[config.mk]
export PLATFORM = sky130hd
export DESIGN_NAME = date_keyed_stable_priority_queue_top_flat
export DESIGN_NICKNAME = d
export VERILOG_FILES = /design/src/hw/rtl/dkpq_pkg.sv /design/src/hw/rtl/dkpq_if.sv /design/src/hw/rtl/date_keyed_stable_priority_queue_top.sv /design/src/hw/rtl/dkpq_ctrl.sv /design/src/hw/rtl/dkpq_datapath.sv /design/src/flat_wrapper.sv
export SDC_FILE = /design/constraint.sdc
export NUM_CORES = 1
export LEC_CHECK = 0
export ABC_AREA = 1
export BUFFER_PORTS_ARGS = -buffer_cell sky130_fd_sc_hd__buf_2
export CAP_MARGIN = 10
export CORE_ASPECT_RATIO = 0.8
export CORE_UTILIZATION = 45
export DETAILED_ROUTE_END_ITERATION = 10
export PLACE_DENSITY = 0.64
export SETUP_SLACK_MARGIN = 0.2
export SYNTH_ARGS = -nofsm -noshare
export SYNTH_HDL_FRONTEND = slang
export SYNTH_SLANG_ARGS = --single-unit
[constraint.sdc]
create_clock -name clock -period 9.14 [get_ports clock]
set_clock_uncertainty 0.05 [all_clocks]
set_input_delay 1.828 -clock clock [delete_from_list [all_inputs] [get_ports clock]]
set_output_delay 1.828 -clock clock [all_outputs]
set_load 0.03 [all_outputs]
[src/hw/rtl/dkpq_pkg.sv]
// ----------------------------------------------------------------------------
// Date-keyed priority queue package
// Shared constants, codes and types of the date-keyed stable priority queue.
// ----------------------------------------------------------------------------
`default_nettype none

package dkpq_pkg;

   localparam int DEPTH_DEFAULT = 16;

   localparam logic [7:0] NAME_LEN_MIN = 8'd1;
   localparam logic [7:0] NAME_LEN_MAX = 8'd11;
   localparam logic [3:0] MONTH_MIN    = 4'd1;
   localparam logic [3:0] MONTH_MAX    = 4'd12;
   localparam logic [4:0] DAY_MIN      = 5'd1;
   localparam logic [4:0] DAY_MAX      = 5'd31;

   typedef enum logic {
      CMD_ENQUEUE = 1'b0,
      CMD_DEQUEUE = 1'b1
   } cmd_type;

   typedef enum logic [2:0] {
      ST_OK       = 3'd0,
      ST_BAD_NAME = 3'd1,
      ST_BAD_DATE = 3'd2,
      ST_FULL     = 3'd3,
      ST_EMPTY    = 3'd4
   } status_type;

   typedef enum logic {
      S_IDLE = 1'b0,
      S_EXEC = 1'b1
   } state_type;

   typedef struct packed {
      logic [15:0] tag;
      logic [3:0]  month;
      logic [4:0]  day;
   } entry_type;

   typedef struct packed {
      logic capture;
      logic commit;
   } ctrl_type;

   // month is the major key, day the minor key
   function automatic logic [8:0] date_key(input entry_type e);
      return {e.month, e.day};
   endfunction

endpackage

`default_nettype wire

[src/hw/rtl/dkpq_if.sv]
// ----------------------------------------------------------------------------
// Date-keyed priority queue channels
// Valid/ready channels for requests and responses.
// ----------------------------------------------------------------------------
`default_nettype none

interface dkpq_req_if;
   logic        valid;
   logic        ready;
   logic        cmd;
   logic [7:0]  name_length;
   logic [3:0]  due_month;
   logic [4:0]  due_day;
   logic [15:0] entry_tag;

   modport source (output valid, cmd, name_length, due_month, due_day, entry_tag,
                   input ready);
   modport sink   (input valid, cmd, name_length, due_month, due_day, entry_tag,
                   output ready);
endinterface

interface dkpq_rsp_if;
   logic        valid;
   logic        ready;
   logic [2:0]  status;
   logic [15:0] out_tag;
   logic [3:0]  out_month;
   logic [4:0]  out_day;

   modport source (output valid, status, out_tag, out_month, out_day, input ready);
   modport sink   (input valid, status, out_tag, out_month, out_day, output ready);
endinterface

`default_nettype wire

[src/hw/rtl/date_keyed_stable_priority_queue_top.sv]
// ----------------------------------------------------------------------------
// Date-keyed stable priority queue
// Holds up to DEPTH entries (tag, month, day) sorted by due date, earliest
// first; equal dates leave in arrival order. An enqueue is checked for name
// length, then date, then room, and the first failing check is reported. A
// dequeue returns and removes the front entry or reports empty. Each request
// produces exactly one response. A request is captured, then committed:
// every cell compares its date with the new one; the entries behind the
// insert slot, or all on a dequeue, shift. The next request is accepted after
// that; a stalled response holds the commit until its register frees up.
// ----------------------------------------------------------------------------
`default_nettype none

module date_keyed_stable_priority_queue_top
   import dkpq_pkg::*;
#(
   parameter int DEPTH = DEPTH_DEFAULT
)(
   input  logic      clock,
   input  logic      reset,
   dkpq_req_if.sink  req,
   dkpq_rsp_if.source rsp
);

   ctrl_type ctrl;

   dkpq_ctrl u_ctrl (
      .clock     (clock),
      .reset     (reset),
      .req_valid (req.valid),
      .req_ready (req.ready),
      .rsp_valid (rsp.valid),
      .rsp_ready (rsp.ready),
      .ctrl      (ctrl)
   );

   dkpq_datapath #(
      .DEPTH (DEPTH)
   ) u_datapath (
      .clock           (clock),
      .reset           (reset),
      .ctrl            (ctrl),
      .req_cmd         (req.cmd),
      .req_name_length (req.name_length),
      .req_due_month   (req.due_month),
      .req_due_day     (req.due_day),
      .req_entry_tag   (req.entry_tag),
      .rsp_status      (rsp.status),
      .rsp_out_tag     (rsp.out_tag),
      .rsp_out_month   (rsp.out_month),
      .rsp_out_day     (rsp.out_day)
   );

endmodule

`default_nettype wire

[src/hw/rtl/dkpq_ctrl.sv]
// ----------------------------------------------------------------------------
// Date-keyed priority queue controller
// Sequences capture and commit of one transaction and owns the response valid.
// ----------------------------------------------------------------------------
`default_nettype none

module dkpq_ctrl
   import dkpq_pkg::*;
(
   input  logic     clock,
   input  logic     reset,
   input  logic     req_valid,
   output logic     req_ready,
   output logic     rsp_valid,
   input  logic     rsp_ready,
   output ctrl_type ctrl
);

   state_type state_ff, state_in;
   logic      rsp_valid_ff, rsp_valid_in;
   logic      out_free;

   assign out_free = !rsp_valid_ff || rsp_ready;

   always_comb begin
      state_in = state_ff;
      case (state_ff)
         S_IDLE: begin
            if (req_valid) state_in = S_EXEC;
         end
         S_EXEC: begin
            if (out_free) state_in = S_IDLE;
         end
         default: state_in = S_IDLE;
      endcase
   end

   always_comb begin
      req_ready    = 1'b0;
      ctrl.capture = 1'b0;
      ctrl.commit  = 1'b0;
      case (state_ff)
         S_IDLE: begin
            req_ready    = 1'b1;
            ctrl.capture = req_valid;
         end
         S_EXEC: begin
            ctrl.commit = out_free;
         end
         default: begin
            req_ready = 1'b0;
         end
      endcase
   end

   always_comb begin
      if (ctrl.commit) begin
         rsp_valid_in = 1'b1;
      end else if (rsp_ready) begin
         rsp_valid_in = 1'b0;
      end else begin
         rsp_valid_in = rsp_valid_ff;
      end
   end

   always_ff @(posedge clock) begin
      if (reset) begin
         state_ff     <= S_IDLE;
         rsp_valid_ff <= 1'b0;
      end else begin
         state_ff     <= state_in;
         rsp_valid_ff <= rsp_valid_in;
      end
   end

   assign rsp_valid = rsp_valid_ff;

endmodule

`default_nettype wire

[src/hw/rtl/dkpq_datapath.sv]
// ----------------------------------------------------------------------------
// Date-keyed priority queue datapath
// Request register, sorted cell row with parallel compare and shift, entry
// count and response register.
// ----------------------------------------------------------------------------
`default_nettype none

module dkpq_datapath
   import dkpq_pkg::*;
#(
   parameter int DEPTH = DEPTH_DEFAULT
)(
   input  logic        clock,
   input  logic        reset,
   input  ctrl_type    ctrl,
   input  logic        req_cmd,
   input  logic [7:0]  req_name_length,
   input  logic [3:0]  req_due_month,
   input  logic [4:0]  req_due_day,
   input  logic [15:0] req_entry_tag,
   output logic [2:0]  rsp_status,
   output logic [15:0] rsp_out_tag,
   output logic [3:0]  rsp_out_month,
   output logic [4:0]  rsp_out_day
);

   localparam int CNT_W = $clog2(DEPTH + 1);
   localparam logic [CNT_W-1:0] CNT_FULL = CNT_W'(DEPTH);

   cmd_type            cmd_ff;
   logic [7:0]         len_ff;
   entry_type          new_entry_ff;
   logic [CNT_W-1:0]   count_ff, count_in;
   entry_type          cells_ff [DEPTH];
   status_type         status_ff, status_in;
   entry_type          out_ff, out_in;

   logic               name_bad, date_bad, full, empty;
   logic               do_insert, do_remove;
   logic [DEPTH-1:0]   take;
   logic [DEPTH-1:0]   take_prev;

   always_ff @(posedge clock) begin
      if (ctrl.capture) begin
         cmd_ff             <= cmd_type'(req_cmd);
         len_ff             <= req_name_length;
         new_entry_ff.tag   <= req_entry_tag;
         new_entry_ff.month <= req_due_month;
         new_entry_ff.day   <= req_due_day;
      end
   end

   assign name_bad = (len_ff < NAME_LEN_MIN) || (len_ff > NAME_LEN_MAX);
   assign date_bad = (new_entry_ff.month < MONTH_MIN) || (new_entry_ff.month > MONTH_MAX) ||
                     (new_entry_ff.day < DAY_MIN) || (new_entry_ff.day > DAY_MAX);
   assign full     = (count_ff == CNT_FULL);
   assign empty    = (count_ff == '0);

   always_comb begin
      status_in = ST_OK;
      if (cmd_ff == CMD_ENQUEUE) begin
         if (name_bad)      status_in = ST_BAD_NAME;
         else if (date_bad) status_in = ST_BAD_DATE;
         else if (full)     status_in = ST_FULL;
      end else begin
         if (empty) status_in = ST_EMPTY;
      end
   end

   assign do_insert = ctrl.commit && (cmd_ff == CMD_ENQUEUE) && (status_in == ST_OK);
   assign do_remove = ctrl.commit && (cmd_ff == CMD_DEQUEUE) && !empty;

   // take marks the insert slot and every stored entry behind it
   assign take_prev = {take[DEPTH-2:0], 1'b0};

   genvar g;
   generate
      for (g = 0; g < DEPTH; g++) begin : g_cell
         entry_type below, above, cell_in;

         assign take[g] = (count_ff > CNT_W'(g)) ?
                          (date_key(cells_ff[g]) > date_key(new_entry_ff)) :
                          (count_ff == CNT_W'(g));

         if (g == 0) begin : g_first
            assign below = new_entry_ff;
         end else begin : g_rest
            assign below = cells_ff[g-1];
         end

         if (g == DEPTH - 1) begin : g_last
            assign above = cells_ff[g];
         end else begin : g_inner
            assign above = cells_ff[g+1];
         end

         always_comb begin
            cell_in = cells_ff[g];
            if (do_insert && take[g]) begin
               cell_in = take_prev[g] ? below : new_entry_ff;
            end else if (do_remove) begin
               cell_in = above;
            end
         end

         always_ff @(posedge clock) begin
            if (do_insert || do_remove) cells_ff[g] <= cell_in;
         end
      end
   endgenerate

   always_comb begin
      count_in = count_ff;
      if (do_insert)      count_in = count_ff + 1'b1;
      else if (do_remove) count_in = count_ff - 1'b1;
   end

   always_ff @(posedge clock) begin
      if (reset) begin
         count_ff <= '0;
      end else begin
         count_ff <= count_in;
      end
   end

   assign out_in = do_remove ? cells_ff[0] : '0;

   always_ff @(posedge clock) begin
      if (ctrl.commit) begin
         status_ff <= status_in;
         out_ff    <= out_in;
      end
   end

   assign rsp_status    = status_ff;
   assign rsp_out_tag   = out_ff.tag;
   assign rsp_out_month = out_ff.month;
   assign rsp_out_day   = out_ff.day;

   a_count_bound: assert property (@(posedge clock) disable iff (reset)
      count_ff <= CNT_FULL)
      else $error("entry count above depth");

   a_insert_grows: assert property (@(posedge clock) disable iff (reset)
      do_insert |=> count_ff == $past(count_ff) + 1'b1)
      else $error("insert did not grow the count");

   a_remove_shrinks: assert property (@(posedge clock) disable iff (reset)
      do_remove |=> count_ff == $past(count_ff) - 1'b1)
      else $error("dequeue did not shrink the count");

   a_front_sorted: assert property (@(posedge clock) disable iff (reset)
      (count_ff >= CNT_W'(2)) |-> date_key(cells_ff[0]) <= date_key(cells_ff[1]))
      else $error("front entries out of order");

endmodule

`default_nettype wire

[src/flat_wrapper.sv]
// flat-port wrapper written by rule: the top's interface ports become plain ports
module date_keyed_stable_priority_queue_top_flat import dkpq_pkg::*;
#(
   parameter int DEPTH = DEPTH_DEFAULT
)
  (clock, reset, req_valid, req_cmd, req_name_length, req_due_month, req_due_day, req_entry_tag, req_ready, rsp_valid, rsp_status, rsp_out_tag, rsp_out_month, rsp_out_day, rsp_ready);
  dkpq_req_if req_i ();
  dkpq_rsp_if rsp_i ();
  input  logic clock;
  input  logic reset;
  input wire logic [$bits(req_i.valid)-1:0] req_valid;
  input wire logic [$bits(req_i.cmd)-1:0] req_cmd;
  input wire logic [$bits(req_i.name_length)-1:0] req_name_length;
  input wire logic [$bits(req_i.due_month)-1:0] req_due_month;
  input wire logic [$bits(req_i.due_day)-1:0] req_due_day;
  input wire logic [$bits(req_i.entry_tag)-1:0] req_entry_tag;
  output wire logic [$bits(req_i.ready)-1:0] req_ready;
  output wire logic [$bits(rsp_i.valid)-1:0] rsp_valid;
  output wire logic [$bits(rsp_i.status)-1:0] rsp_status;
  output wire logic [$bits(rsp_i.out_tag)-1:0] rsp_out_tag;
  output wire logic [$bits(rsp_i.out_month)-1:0] rsp_out_month;
  output wire logic [$bits(rsp_i.out_day)-1:0] rsp_out_day;
  input wire logic [$bits(rsp_i.ready)-1:0] rsp_ready;
  assign req_i.valid = req_valid;
  assign req_i.cmd = req_cmd;
  assign req_i.name_length = req_name_length;
  assign req_i.due_month = req_due_month;
  assign req_i.due_day = req_due_day;
  assign req_i.entry_tag = req_entry_tag;
  assign req_ready = req_i.ready;
  assign rsp_valid = rsp_i.valid;
  assign rsp_status = rsp_i.status;
  assign rsp_out_tag = rsp_i.out_tag;
  assign rsp_out_month = rsp_i.out_month;
  assign rsp_out_day = rsp_i.out_day;
  assign rsp_i.ready = rsp_ready;
  date_keyed_stable_priority_queue_top #(.DEPTH(DEPTH)) u_core (.clock(clock), .reset(reset), .req(req_i), .rsp(rsp_i));
endmodule
-- Yosys cells after proc, flatten, opt, wreduce, memory -nomap -nowiden
Memories as Yosys holds them, arrays and structs flattened.
Cells that the tools add are included.
W data, S select, Z words.
- flip-flop bits (word level): 69
- bits in writable memories: 400
- output and inout port bits: 30
- logic and storage cells: 182
- memories kept: 1
- add/sub/neg operators: 2
- magnitude comparators: 38
- eq/ne operators: 16
- muxes and demuxes: 79
- bitwise logic cells: 2
- reduce and logical (&&, ||, !) cells: 32
- memories (name ; words ; bits a word ; read ports ; clocked after memory_dff ; write ports ; RTL line ; source):
    u_core.u_datapath.cells_ff ; 16 ; 25 ; 16 ; 0 ; 16 ; dkpq_datapath.sv:34 ; entry_type cells_ff [DEPTH];
- operators by type and width (kind ; count):
    $mux W25 ; 46
    $gt A9 B9 Y1 ; 16
    $eq A5 B4 Y1 const B ; 8
    $gt A5 B4 Y1 const B ; 8
    $mux W1 ; 25
    $eq A5 B3 Y1 const B ; 4
    $gt A5 B3 Y1 const B ; 4
    $logic_and A1 B1 Y1 ; 20
    $eq A5 B2 Y1 const B ; 2
    $gt A5 B1 Y1 const B ; 2
    $gt A5 B2 Y1 const B ; 2
    $mux W5 ; 2
    $gt A8 B4 Y1 const B ; 1
    $lt A8 B1 Y1 const B ; 1
    $logic_or A1 B1 Y1 ; 6
    $mux W2 ; 3
    $mux W3 ; 2
    $add A5 B1 Y5 const B ; 1
    $eq A5 B1 Y1 const B ; 1
    $eq A5 B5 Y1 const B ; 1
    $gt A5 B5 Y1 const B ; 1
    $logic_not A5 Y1 ; 1
    $lt A5 B1 Y1 const B ; 1
    $sub A5 B1 Y5 const B ; 1
    other kinds (7) ; 10

-- Logic depth before layout (Yosys ltp)
Gate-level depths: netlist of run 1.
- depth after elaboration: 12
- mapped depth: 15
- gate-level depth less buffers: 14

-- Modules after synthesis
Synthesis of run 1 repeated with hierarchy kept, for this count alone.
- cell total of the unflattened synthesis: 3647
- area, all modules: 28671.2 um^2
- modules (own cells, without submodules) (module ; instances ; cells an instance ; area each (um^2) ; seq. area each (um^2)):
    dkpq_datapath ; 1 ; 3635 ; 28579.9 ; 13973.4
    dkpq_ctrl ; 1 ; 12 ; 91.3 ; 40.0

-- Worst setup path after synthesis of run 1
Ideal clock, no wire load.
- path type: input -> register
- from: input port rsp_ready
- to: memory u_core.u_datapath.cells_ff[0][0] (netlist name), enable pin
- library setup time: 0.382 ns
- arrival time: 3.795 ns
- slack: 4.913 ns
- stages: 7
- path buffers: 1
- path through: inv_1 nand2_1 nand2_1 inv_1 nand3_1 clkbuf_1 nand2_1
- RTL lines (item ; RTL line ; source):
    start: declaration ; flat_wrapper.sv:23 ; input wire logic [$bits(rsp_i.ready)-1:0] rsp_ready;
    end: declaration ; dkpq_datapath.sv:34 ;

==> results of run 1 <==
[metal layers]
| layer | global-route usage (%) | share of wire [%] | vias to the layer above |
|---|---|---|---|
| met1 | 46.4 | 43 | 11600 |
| met3 | 8.59 | 14 | 211 |
| met5 | 0 | 0.023 | - |
| met4 | 12.5 | 4.2 | 4 |
| li1 | - | - | 11800 |
| met2 | 42.9 | 38 | 1561 |
[worst max-delay path, stage by stage (launching register included)]
cell,delay [ns]
sky130_fd_sc_hd__edfxtp_1,0.80
sky130_fd_sc_hd__inv_2,0.48
sky130_fd_sc_hd__ha_1,0.45
sky130_fd_sc_hd__nand2_1,0.06
sky130_fd_sc_hd__inv_1,0.06
sky130_fd_sc_hd__nand2_1,0.05
sky130_fd_sc_hd__nor2_1,0.14
sky130_fd_sc_hd__nand2_1,0.06
sky130_fd_sc_hd__nand3_1,0.07
sky130_fd_sc_hd__nand2_1,0.57
sky130_fd_sc_hd__nand2_1,0.94
sky130_fd_sc_hd__nand2_1,0.15
sky130_fd_sc_hd__nand2_1,0.82
[cell families (layout without fill, tap and decap cells)]
logic type | after synthesis | in the layout | share of synthesized area (%)
AND/OR/NAND/NOR | 2477 | 2477 | 35.4
flip-flops | 469 | 469 | 48.9
AO/OA/AOI/OAI | 149 | 149 | 2.85
other | 0 | 2 | 0
XOR/XNOR | 1 | 1 | 0.0306
buffers and inverters | 399 | 425 | 6.22
adder cells (fa/ha/maj) | 150 | 150 | 6.55
[registers in the layout, summed over array words and instances (netlist names)]
signal                           cells
u_core.u_datapath.rsp_out_month      4
u_core.u_ctrl.state_ff               1
u_core.u_datapath.cells_ff         400
u_core.u_datapath.count_ff           5
u_core.u_datapath.len_ff             8
u_core.u_datapath.rsp_out_day        5
u_core.u_datapath.cmd_ff             1
u_core.u_ctrl.rsp_valid              1
u_core.u_datapath.g_cell.below      25
u_core.u_datapath.rsp_status         3
u_core.u_datapath.rsp_out_tag       16
[layout make-up]
| class | instances | area, sq um | area share [%] |
|---|---|---|---|
| inverter | 216 | 856 | 2.73 |
| sequential | 469 | 14000 | 44.7 |
| tap | 840 | 1050 | 3.35 |
| clock buffer | 59 | 1360 | 4.34 |
| clock inverter | 37 | 502 | 1.60 |
| multi-input combinational | 2777 | 12900 | 41.1 |
| timing repair buffer | 113 | 681 | 2.17 |
| antenna | 2 | 5.00 | 0.0160 |
[where the power goes]
part	leakage (uW)	internal (uW)	switching, uW	total, uW
Sequential	0.00425	2360	16.3	2380
Clock	0.000909	1410	927	2330
Combinational	0.00954	108	285	393
[layout by cell type, fill, tap and decap left out, types with 8 or more instances in the layout]
cell type                   instances
sky130_fd_sc_hd__a21o_1            10
sky130_fd_sc_hd__a21oi_1           70
sky130_fd_sc_hd__buf_2             67
sky130_fd_sc_hd__buf_4             46
sky130_fd_sc_hd__bufinv_16         12
sky130_fd_sc_hd__clkbuf_16         53
sky130_fd_sc_hd__clkinv_1           8
sky130_fd_sc_hd__clkinv_2          11
sky130_fd_sc_hd__clkinv_4           8
sky130_fd_sc_hd__edfxtp_1         462
sky130_fd_sc_hd__ha_1             150
sky130_fd_sc_hd__inv_1            189
sky130_fd_sc_hd__inv_2             16
sky130_fd_sc_hd__nand2_1         1884
sky130_fd_sc_hd__nand2_2           15
sky130_fd_sc_hd__nand2_8            8
sky130_fd_sc_hd__nand3_1          404
sky130_fd_sc_hd__nand3b_1           8
sky130_fd_sc_hd__nand4_1           16
sky130_fd_sc_hd__nor2_1           119
sky130_fd_sc_hd__o21ai_0           59
[final timing paths]
check	start	endpoint	slack, ns	depth (start not counted)
hold / removal	u_core.u_ctrl.rsp_valid$_SDFFE_PP0P_	u_core.u_ctrl.rsp_valid$_SDFFE_PP0P_	0.44	2
setup reg to reg	u_core.u_datapath.g_cell[0].below[4]$_DFFE_PP_	u_core.u_datapath.cells_ff[0][12]$_DFFE_PP_	4.02	12
hold reg to reg	u_core.u_ctrl.rsp_valid$_SDFFE_PP0P_	u_core.u_ctrl.rsp_valid$_SDFFE_PP0P_	0.44	2
setup / recovery	u_core.u_datapath.g_cell[0].below[4]$_DFFE_PP_	u_core.u_datapath.cells_ff[0][12]$_DFFE_PP_	4.02	12
[stage by stage]
stage               hold WS (ns)  utilization, %  std cells  total power, uW  worst slack (ns)
floorplan                  0.444               -       3645             2640              4.91
global route               0.485            49.9       4511             5220              3.67
CTS                        0.447            49.9       4511             5100              4.04
finish                     0.444            49.9       4513             5100              4.02
detailed placement         0.440            46.9       4415             2800              3.79
global placement           0.442            46.9       4415             2800              3.86
==> flow_summary.html, run 1 <==
<table>
<tr><th>Metric</th><th>Value</th></tr>
<tr><th colspan="2">Detailed routing</th></tr>
<tr><td>Routed WL</td><td>102,000 um</td></tr>
<tr><td>Via count</td><td>25,200</td></tr>
<tr><td>Routed len/inst</td><td>22.6 um</td></tr>
<tr><td>Detailed router's first-iteration violation count</td><td>3,707</td></tr>
<tr><td>Router iterations before antenna repair</td><td>8</td></tr>
<tr><td>Antenna Nets Post-Route</td><td>0</td></tr>
<tr><td># DRC</td><td>0</td></tr>
<tr><td>Avg Vias per Cell</td><td>roughly 5.6</td></tr>
<tr><th colspan="2">Finish</th></tr>
<tr><td>Final Cell Area</td><td>31,300 sq um</td></tr>
<tr><td>Fraction of layout cells with a size suffix above 1</td><td>about 7.3%</td></tr>
<tr><td>Nets</td><td>3,817</td></tr>
<tr><td>Layout overhead on the synthesized area</td><td>9.41%</td></tr>
<tr><td>Number of inserted filler cells in the final layout</td><td>between 6,000 and 7,000</td></tr>
<tr><th colspan="2">STA</th></tr>
<tr><td>Post-route clock period utilization</td><td>56.0%</td></tr>
<tr><td>RSZ-0062 raised after global routing</td><td>no</td></tr>
<tr><td>Slew @ Worst Pin</td><td>between 1 and 1.5 ns</td></tr>
<tr><td>Final slew viol count</td><td>0</td></tr>
<tr><td>Setup violation total in the final timing report</td><td>0</td></tr>
<tr><td>Final critical path time including I/O delays and setup</td><td>~5 ns</td></tr>
<tr><td>Number of endpoints with negative hold slack in the final report</td><td>0</td></tr>
<tr><td>Setup TNS after final layout</td><td>0 ns</td></tr>
<tr><td>Maximum achievable frequency</td><td>195 MHz</td></tr>
<tr><td>Worst slew margin</td><td>21.7%</td></tr>
<tr><th colspan="2">GRT</th></tr>
<tr><td>First-pass GRT wire length</td><td>roughly 150,000 um</td></tr>
<tr><td>Vias in the first global route</td><td>22,700</td></tr>
<tr><td>GRT Util Overall</td><td>31.3%</td></tr>
<tr><td>Congestion Overflow GR</td><td>0</td></tr>
<tr><td>Antenna violations before repair</td><td>6</td></tr>
<tr><td>Pin count of the biggest net entering global routing</td><td>52</td></tr>
<tr><th colspan="2">Pwr</th></tr>
<tr><td>Ratio of total power to cell area</td><td>163 nW/um^2</td></tr>
<tr><td>Leakage</td><td>roughly 0.015 uW</td></tr>
<tr><td>Worst IR drop on VDD</td><td>0.146 mV</td></tr>
<tr><th colspan="2">Worst setup path</th></tr>
<tr><td>Category of the worst setup path launch point</td><td>flop</td></tr>
<tr><td>Type of destination of the critical path</td><td>flop</td></tr>
<tr><td>Critical-path maximum fanout</td><td>26</td></tr>
<tr><td>Arrival time reported for the critical path endpoint</td><td>between 5 and 6 ns</td></tr>
<tr><td>Critical path data required time</td><td>9.32 ns</td></tr>
<tr><td>Critical path start-end classification</td><td>flop to flop</td></tr>
<tr><th colspan="2">Clocking</th></tr>
<tr><td>Resize count post-CTS</td><td>0</td></tr>
<tr><td>Worst skew pair latency</td><td>0.61 ns</td></tr>
<tr><td>Clock slew at the register clock pins of the worst setup and hold paths</td><td>about 0.060 ns</td></tr>
<tr><td>Number of hold-repair buffers added at the cts stage</td><td>0</td></tr>
<tr><td>Buffer type at the clock tree root</td><td>sky130_fd_sc_hd__clkbuf_16</td></tr>
<tr><td>Sinks on the clock net</td><td>469</td></tr>
<tr><td>TritonCTS clock tree</td><td>built</td></tr>
<tr><td>Number of buffers created by CTS</td><td>52</td></tr>
<tr><td>Buffer levels on the longest clock path</td><td>3</td></tr>
<tr><td>Setup bufs post-CTS</td><td>0</td></tr>
<tr><td>H-tree depth reported by CTS</td><td>2</td></tr>
<tr><th colspan="2">Min path</th></tr>
<tr><td>Type of the most critical hold path</td><td>flop to flop</td></tr>
<tr><th colspan="2">Die</th></tr>
<tr><td>Standard cell core area</td><td>62,800 sq um</td></tr>
<tr><td>I/O pin count</td><td>68</td></tr>
<tr><td>Die X-Extent</td><td>284 um</td></tr>
<tr><td>Chip Height</td><td>between 200 and 250 um</td></tr>
<tr><td>Starting density of the core</td><td>between 40% and 50%</td></tr>
<tr><td>Standard-cell row count</td><td>82</td></tr>
<tr><td>Die ar.</td><td>64,700 sq um</td></tr>
<tr><th colspan="2">Yosys</th></tr>
<tr><td>Netlist area before placement</td><td>28,600 sq um</td></tr>
<tr><td>Synth warn</td><td>0</td></tr>
<tr><td>Library cells used by synthesis</td><td>between 40 and 50</td></tr>
<tr><td>Cell accounting for the most synthesized area</td><td>sky130_fd_sc_hd__edfxtp_1</td></tr>
<tr><td>Cell count after synthesis</td><td>3,645</td></tr>
<tr><td>Most frequently used cell type in the post-synthesis netlist</td><td>sky130_fd_sc_hd__nand2_1</td></tr>
<tr><td>Post-synthesis register bit count</td><td>about 470</td></tr>
<tr><td>Number of nets produced by synthesis</td><td>3,833</td></tr>
<tr><td>Post-synth EDFFs</td><td>462</td></tr>
<tr><td>Main synth FF type</td><td>sky130_fd_sc_hd__edfxtp_1</td></tr>
<tr><td>Async SR Flop Fraction</td><td>0%</td></tr>
<tr><td>Sequential area share after synthesis</td><td>about half</td></tr>
<tr><td>Top-area cell type share of the netlist area</td><td>48.4%</td></tr>
<tr><td>Synth top area cells</td><td>sky130_fd_sc_hd__edfxtp_1, sky130_fd_sc_hd__nand2_1, sky130_fd_sc_hd__nand3_1</td></tr>
<tr><td>Cell types with the highest counts after synthesis</td><td>sky130_fd_sc_hd__nand2_1, sky130_fd_sc_hd__edfxtp_1, sky130_fd_sc_hd__nand3_1</td></tr>
<tr><td>Mean instance size in the synthesized netlist</td><td>7.86 sq um</td></tr>
<tr><th colspan="2">Place</th></tr>
<tr><td>Detailed placement HPWL</td><td>just over 70,000 um</td></tr>
<tr><td>Count of input and output buffers</td><td>67</td></tr>
<tr><td>Area after DPL</td><td>between 20,000 and 30,000 sq um</td></tr>
<tr><td>Final weighted congestion in routability-driven placement</td><td>0.937</td></tr>
<tr><th colspan="2">Outcome</th></tr>
<tr><td>Result of the run</td><td>finished clean</td></tr>
<tr><th colspan="2">Flow run</th></tr>
<tr><td>Number of violations of the max-capacitance limit</td><td>0</td></tr>
</table>
Note: power is estimated with default switching activity, not from simulation.
==> run 2, diff against run 1 <==
Settings changed: PLACE_DENSITY 0.64 to 0.66.
Clock period 9.14 ns to 4.25 ns, I/O delays scaled along.
==> flow_summary.html, run 2 (synthesis gave the netlist of run 1 again) <==
<table>
<tr><th>Metric</th><th>Value</th></tr>
<tr><th colspan="2">Pwr</th></tr>
<tr><td>Internal power</td><td>7730 uW</td></tr>
<tr><td>Net switching share of the total power</td><td>roughly a quarter</td></tr>
<tr><td>Part of the total power dissipated in the clock network</td><td>between 40% and 50%</td></tr>
<tr><td>Sw Pwr</td><td>2600 uW</td></tr>
<tr><td>Share of power burned in registers</td><td>49.7%</td></tr>
<tr><td>Leakage</td><td>between 0.01 and 0.015 uW</td></tr>
<tr><td>Fraction of power consumed by combinational cells</td><td>7.8%</td></tr>
<tr><td>Ratio of total power to cell area</td><td>328 nW/um^2</td></tr>
<tr><td>Worst IR drop on VDD</td><td>0.349 mV</td></tr>
<tr><th colspan="2">Finish</th></tr>
<tr><td>Number of inserted filler cells in the final layout</td><td>~6,100</td></tr>
<tr><td>Most frequent cells in the layout</td><td>sky130_fd_sc_hd__nand2_1, sky130_fd_sc_hd__edfxtp_1, sky130_fd_sc_hd__nand3_1, sky130_fd_sc_hd__inv_1, sky130_fd_sc_hd__ha_1</td></tr>
<tr><td>Final cell count without fillers</td><td>around 4,600</td></tr>
<tr><td>Register with the most flip-flops</td><td>u_core.u_datapath.cells_ff</td></tr>
<tr><td>Number of flip-flops in the largest register</td><td>400</td></tr>
<tr><td>Most common cell after layout, fill and taps aside</td><td>sky130_fd_sc_hd__nand2_1</td></tr>
<tr><td>Total area of multi-input combinational cells</td><td>12,900 sq um</td></tr>
<tr><td>Layout overhead on the synthesized area</td><td>10.0%</td></tr>
<tr><td>Final Cell Area</td><td>31,500 sq um</td></tr>
<tr><td>Seq. cell area</td><td>14,000 sq um</td></tr>
<tr><td>Nets</td><td>3,870</td></tr>
<tr><td>Fraction of layout cells with a size suffix above 1</td><td>roughly 8.3%</td></tr>
<tr><th colspan="2">Clocking</th></tr>
<tr><td>Buffer levels on the longest clock path</td><td>3</td></tr>
<tr><td>Setup bufs post-CTS</td><td>0</td></tr>
<tr><td>H-tree depth reported by CTS</td><td>2</td></tr>
<tr><td>Resize count post-CTS</td><td>0</td></tr>
<tr><td>Sinks on the clock net</td><td>469</td></tr>
<tr><td>Number of buffers created by CTS</td><td>between 50 and 60</td></tr>
<tr><td>Buffer type at the clock tree root</td><td>sky130_fd_sc_hd__clkbuf_16</td></tr>
<tr><td>TritonCTS clock tree</td><td>built</td></tr>
<tr><td>Clock slew at the register clock pins of the worst setup and hold paths</td><td>~0.060 ns</td></tr>
<tr><td>Number of hold-repair buffers added at the cts stage</td><td>0</td></tr>
<tr><td>Worst skew pair latency</td><td>0.63 ns</td></tr>
<tr><th colspan="2">Worst setup path</th></tr>
<tr><td>Origin of the worst setup path</td><td>u_core.u_datapath.g_cell[0].below[6]$_DFFE_PP_</td></tr>
<tr><td>CP peak stage delay</td><td>0.50 ns</td></tr>
<tr><td>Category of the worst setup path launch point</td><td>flop</td></tr>
<tr><td>Worst r2r dst</td><td>u_core.u_datapath.cells_ff[3][25]$_DFFE_PP_</td></tr>
<tr><td>Critical path data required time</td><td>4.50 ns</td></tr>
<tr><td>Buffers and inverters on the worst path</td><td>2</td></tr>
<tr><td>Arrival time reported for the critical path endpoint</td><td>3.88 ns</td></tr>
<tr><td>Library cell contributing the largest single delay on the critical path</td><td>sky130_fd_sc_hd__nand2_2</td></tr>
<tr><td>Critical-path maximum fanout</td><td>27</td></tr>
<tr><td>Family of cells with the greatest summed delay on the critical path</td><td>simple AND/OR/NAND/NOR gates</td></tr>
<tr><td>Cells along the critical path</td><td>inv_2 -&gt; ha_1 -&gt; nand2_1 -&gt; nor2_1 -&gt; and3_1 -&gt; nor2_1 -&gt; nand2_2 -&gt; nand2_2 -&gt; nand2_8 -&gt; nand2_1 -&gt; buf_4</td></tr>
<tr><td>Type of destination of the critical path</td><td>flop</td></tr>
<tr><td>Cells on worst reg2reg path</td><td>11</td></tr>
<tr><td>Last element of the critical path</td><td>u_core.u_datapath.cells_ff[3][25]$_DFFE_PP_</td></tr>
<tr><td>Launch instance of the worst register-to-register path</td><td>u_core.u_datapath.g_cell[0].below[6]$_DFFE_PP_</td></tr>
<tr><td>Number of gates on the worst path with buffers counted</td><td>11</td></tr>
<tr><td>Reg2Reg Setup Slack</td><td>0.62 ns</td></tr>
<tr><td>Critical path start-end classification</td><td>flop to flop</td></tr>
<tr><th colspan="2">Detailed routing</th></tr>
<tr><td>Routed len/inst</td><td>21.1 um</td></tr>
<tr><td># DRC</td><td>0</td></tr>
<tr><td>Antenna Nets Post-Route</td><td>0</td></tr>
<tr><td>Via count</td><td>25,300</td></tr>
<tr><td>Router iterations before antenna repair</td><td>6</td></tr>
<tr><td>Avg Vias per Cell</td><td>5.53</td></tr>
<tr><td>Routed WL</td><td>between 90,000 and 100,000 um</td></tr>
<tr><td>Detailed router's first-iteration violation count</td><td>3,458</td></tr>
<tr><th colspan="2">Min path</th></tr>
<tr><td>Type of the most critical hold path</td><td>input pin to flop</td></tr>
<tr><th colspan="2">STA</th></tr>
<tr><td>Setup violation total in the final timing report</td><td>0</td></tr>
<tr><td>Final critical path time including I/O delays and setup</td><td>3.63 ns</td></tr>
<tr><td>Number of endpoints with negative hold slack in the final report</td><td>0</td></tr>
<tr><td>Slew @ Worst Pin</td><td>1.08 ns</td></tr>
<tr><td>Setup TNS after final layout</td><td>0 ns</td></tr>
<tr><td>Final slew viol count</td><td>0</td></tr>
<tr><td>Worst slew margin</td><td>approximately 28%</td></tr>
<tr><td>Post-route clock period utilization</td><td>85.5%</td></tr>
<tr><td>RSZ-0062 raised after global routing</td><td>no</td></tr>
<tr><td>Maximum achievable frequency</td><td>275 MHz</td></tr>
<tr><td>Final worst-path setup slack</td><td>0.615 ns</td></tr>
<tr><th colspan="2">Flow run</th></tr>
<tr><td>Number of violations of the max-capacitance limit</td><td>0</td></tr>
<tr><th colspan="2">Place</th></tr>
<tr><td>Final weighted congestion in routability-driven placement</td><td>0.984</td></tr>
<tr><td>Detailed placement HPWL</td><td>69,100 um</td></tr>
<tr><td>Pre-CTS setup slack</td><td>about 0.66 ns</td></tr>
<tr><td>Area after DPL</td><td>29,900 sq um</td></tr>
<tr><td>Count of input and output buffers</td><td>67</td></tr>
<tr><td>Placed Cells</td><td>around 4,500</td></tr>
<tr><th colspan="2">Die</th></tr>
<tr><td>Starting density of the core</td><td>approximately 46%</td></tr>
<tr><td>Die ar.</td><td>64,700 sq um</td></tr>
<tr><td>Die X-Extent</td><td>284 um</td></tr>
<tr><td>Standard-cell row count</td><td>82</td></tr>
<tr><td>Standard cell core area</td><td>62,800 sq um</td></tr>
<tr><td>I/O pin count</td><td>68</td></tr>
<tr><td>Chip Height</td><td>228 um</td></tr>
<tr><th colspan="2">GRT</th></tr>
<tr><td>First-pass GRT wire length</td><td>144,000 um</td></tr>
<tr><td>Congestion Overflow GR</td><td>0</td></tr>
<tr><td>Antenna violations before repair</td><td>1</td></tr>
<tr><td>Vias in the first global route</td><td>roughly 23,000</td></tr>
<tr><td>GRT Util Overall</td><td>between 20% and 30%</td></tr>
<tr><td>Pin count of the biggest net entering global routing</td><td>51</td></tr>
<tr><th colspan="2">Outcome</th></tr>
<tr><td>Result of the run</td><td>finished clean</td></tr>
</table>
run 2: changes by cell type in the layout (fill, tap and decap cells not counted), sizes merged:
cell,change
diode,-1
bufinv,-9
clkinv,+4
clkinvlp,+2
clkbuf,+2
buf,+54
run 2: final cells by class:
cell class              instances  area share (%)
flip-flops and latches        469            44.5
multi-input cells            2777            40.8
clock buffers                  61            4.17
repair buffers                167            3.56
well taps                     840            3.33
inverters                     216            2.71
clock inverters                34           0.941
diodes                          1         0.00794
run 2: metrics by stage:
step	hold WS [ns]	total power (uW)	utilization [%]
CTS	0.319	10400	50.2
global placement	0.430	6000	47.6
finish	0.349	10300	50.2
detailed placement	0.434	6010	47.6
floorplan	0.444	5680	-
global route	0.334	10600	50.2
run 2: power groups by stage:
stage / logic, uW / registers [uW] / clock network [uW]
5_1_grt: 879 / 5130 / 4600
3_5_place_dp: 784 / 5230 / 0
6_report: 803 / 5130 / 4400
3_3_place_gp: 774 / 5230 / 0
2_1_floorplan: 449 / 5230 / 0
4_1_cts: 787 / 5130 / 4440
run 2: worst min path at each step:
stage | endpoint | startpoint | slack, ns | cells after the start
final | u_core.u_datapath.g_cell[0].below[3]$_DFFE_PP_ | req_due_day[3] | 0.35 | 1
after global routing | u_core.u_datapath.len_ff[6]$_DFFE_PP_ | req_name_length[6] | 0.33 | 1
after CTS | u_core.u_datapath.len_ff[7]$_DFFE_PP_ | req_name_length[7] | 0.32 | 1
after detailed placement | u_core.u_ctrl.rsp_valid$_SDFFE_PP0P_ | u_core.u_ctrl.rsp_valid$_SDFFE_PP0P_ | 0.43 | 2
after global placement | u_core.u_ctrl.rsp_valid$_SDFFE_PP0P_ | u_core.u_ctrl.rsp_valid$_SDFFE_PP0P_ | 0.43 | 2
after floorplan | u_core.u_datapath.cells_ff[3][59]$_DFFE_PP_ | u_core.u_datapath.cells_ff[3][84]$_DFFE_PP_ | 0.44 | 2
run 2: metal layers:
layer  up-vias  part of all wire, %  GRT usage, %  wire length [um]
li1      11900                    -             -                 -
met1     11700                   44          44.0             42000
met2      1478                   40          42.3             38800
met3       147                   14          8.16             13200
met4         0                  2.5          8.15              2420
met5         -                    0             0                 0
run 2: worst register-to-register path, cell delays in order, from the launching register on:
cell	delay, ns
sky130_fd_sc_hd__edfxtp_1	0.40
sky130_fd_sc_hd__inv_2	0.48
sky130_fd_sc_hd__ha_1	0.37
sky130_fd_sc_hd__nand2_1	0.07
sky130_fd_sc_hd__nor2_1	0.05
sky130_fd_sc_hd__and3_1	0.16
sky130_fd_sc_hd__nor2_1	0.13
sky130_fd_sc_hd__nand2_2	0.29
sky130_fd_sc_hd__nand2_2	0.51
sky130_fd_sc_hd__nand2_8	0.23
sky130_fd_sc_hd__nand2_1	0.28
sky130_fd_sc_hd__buf_4	0.32
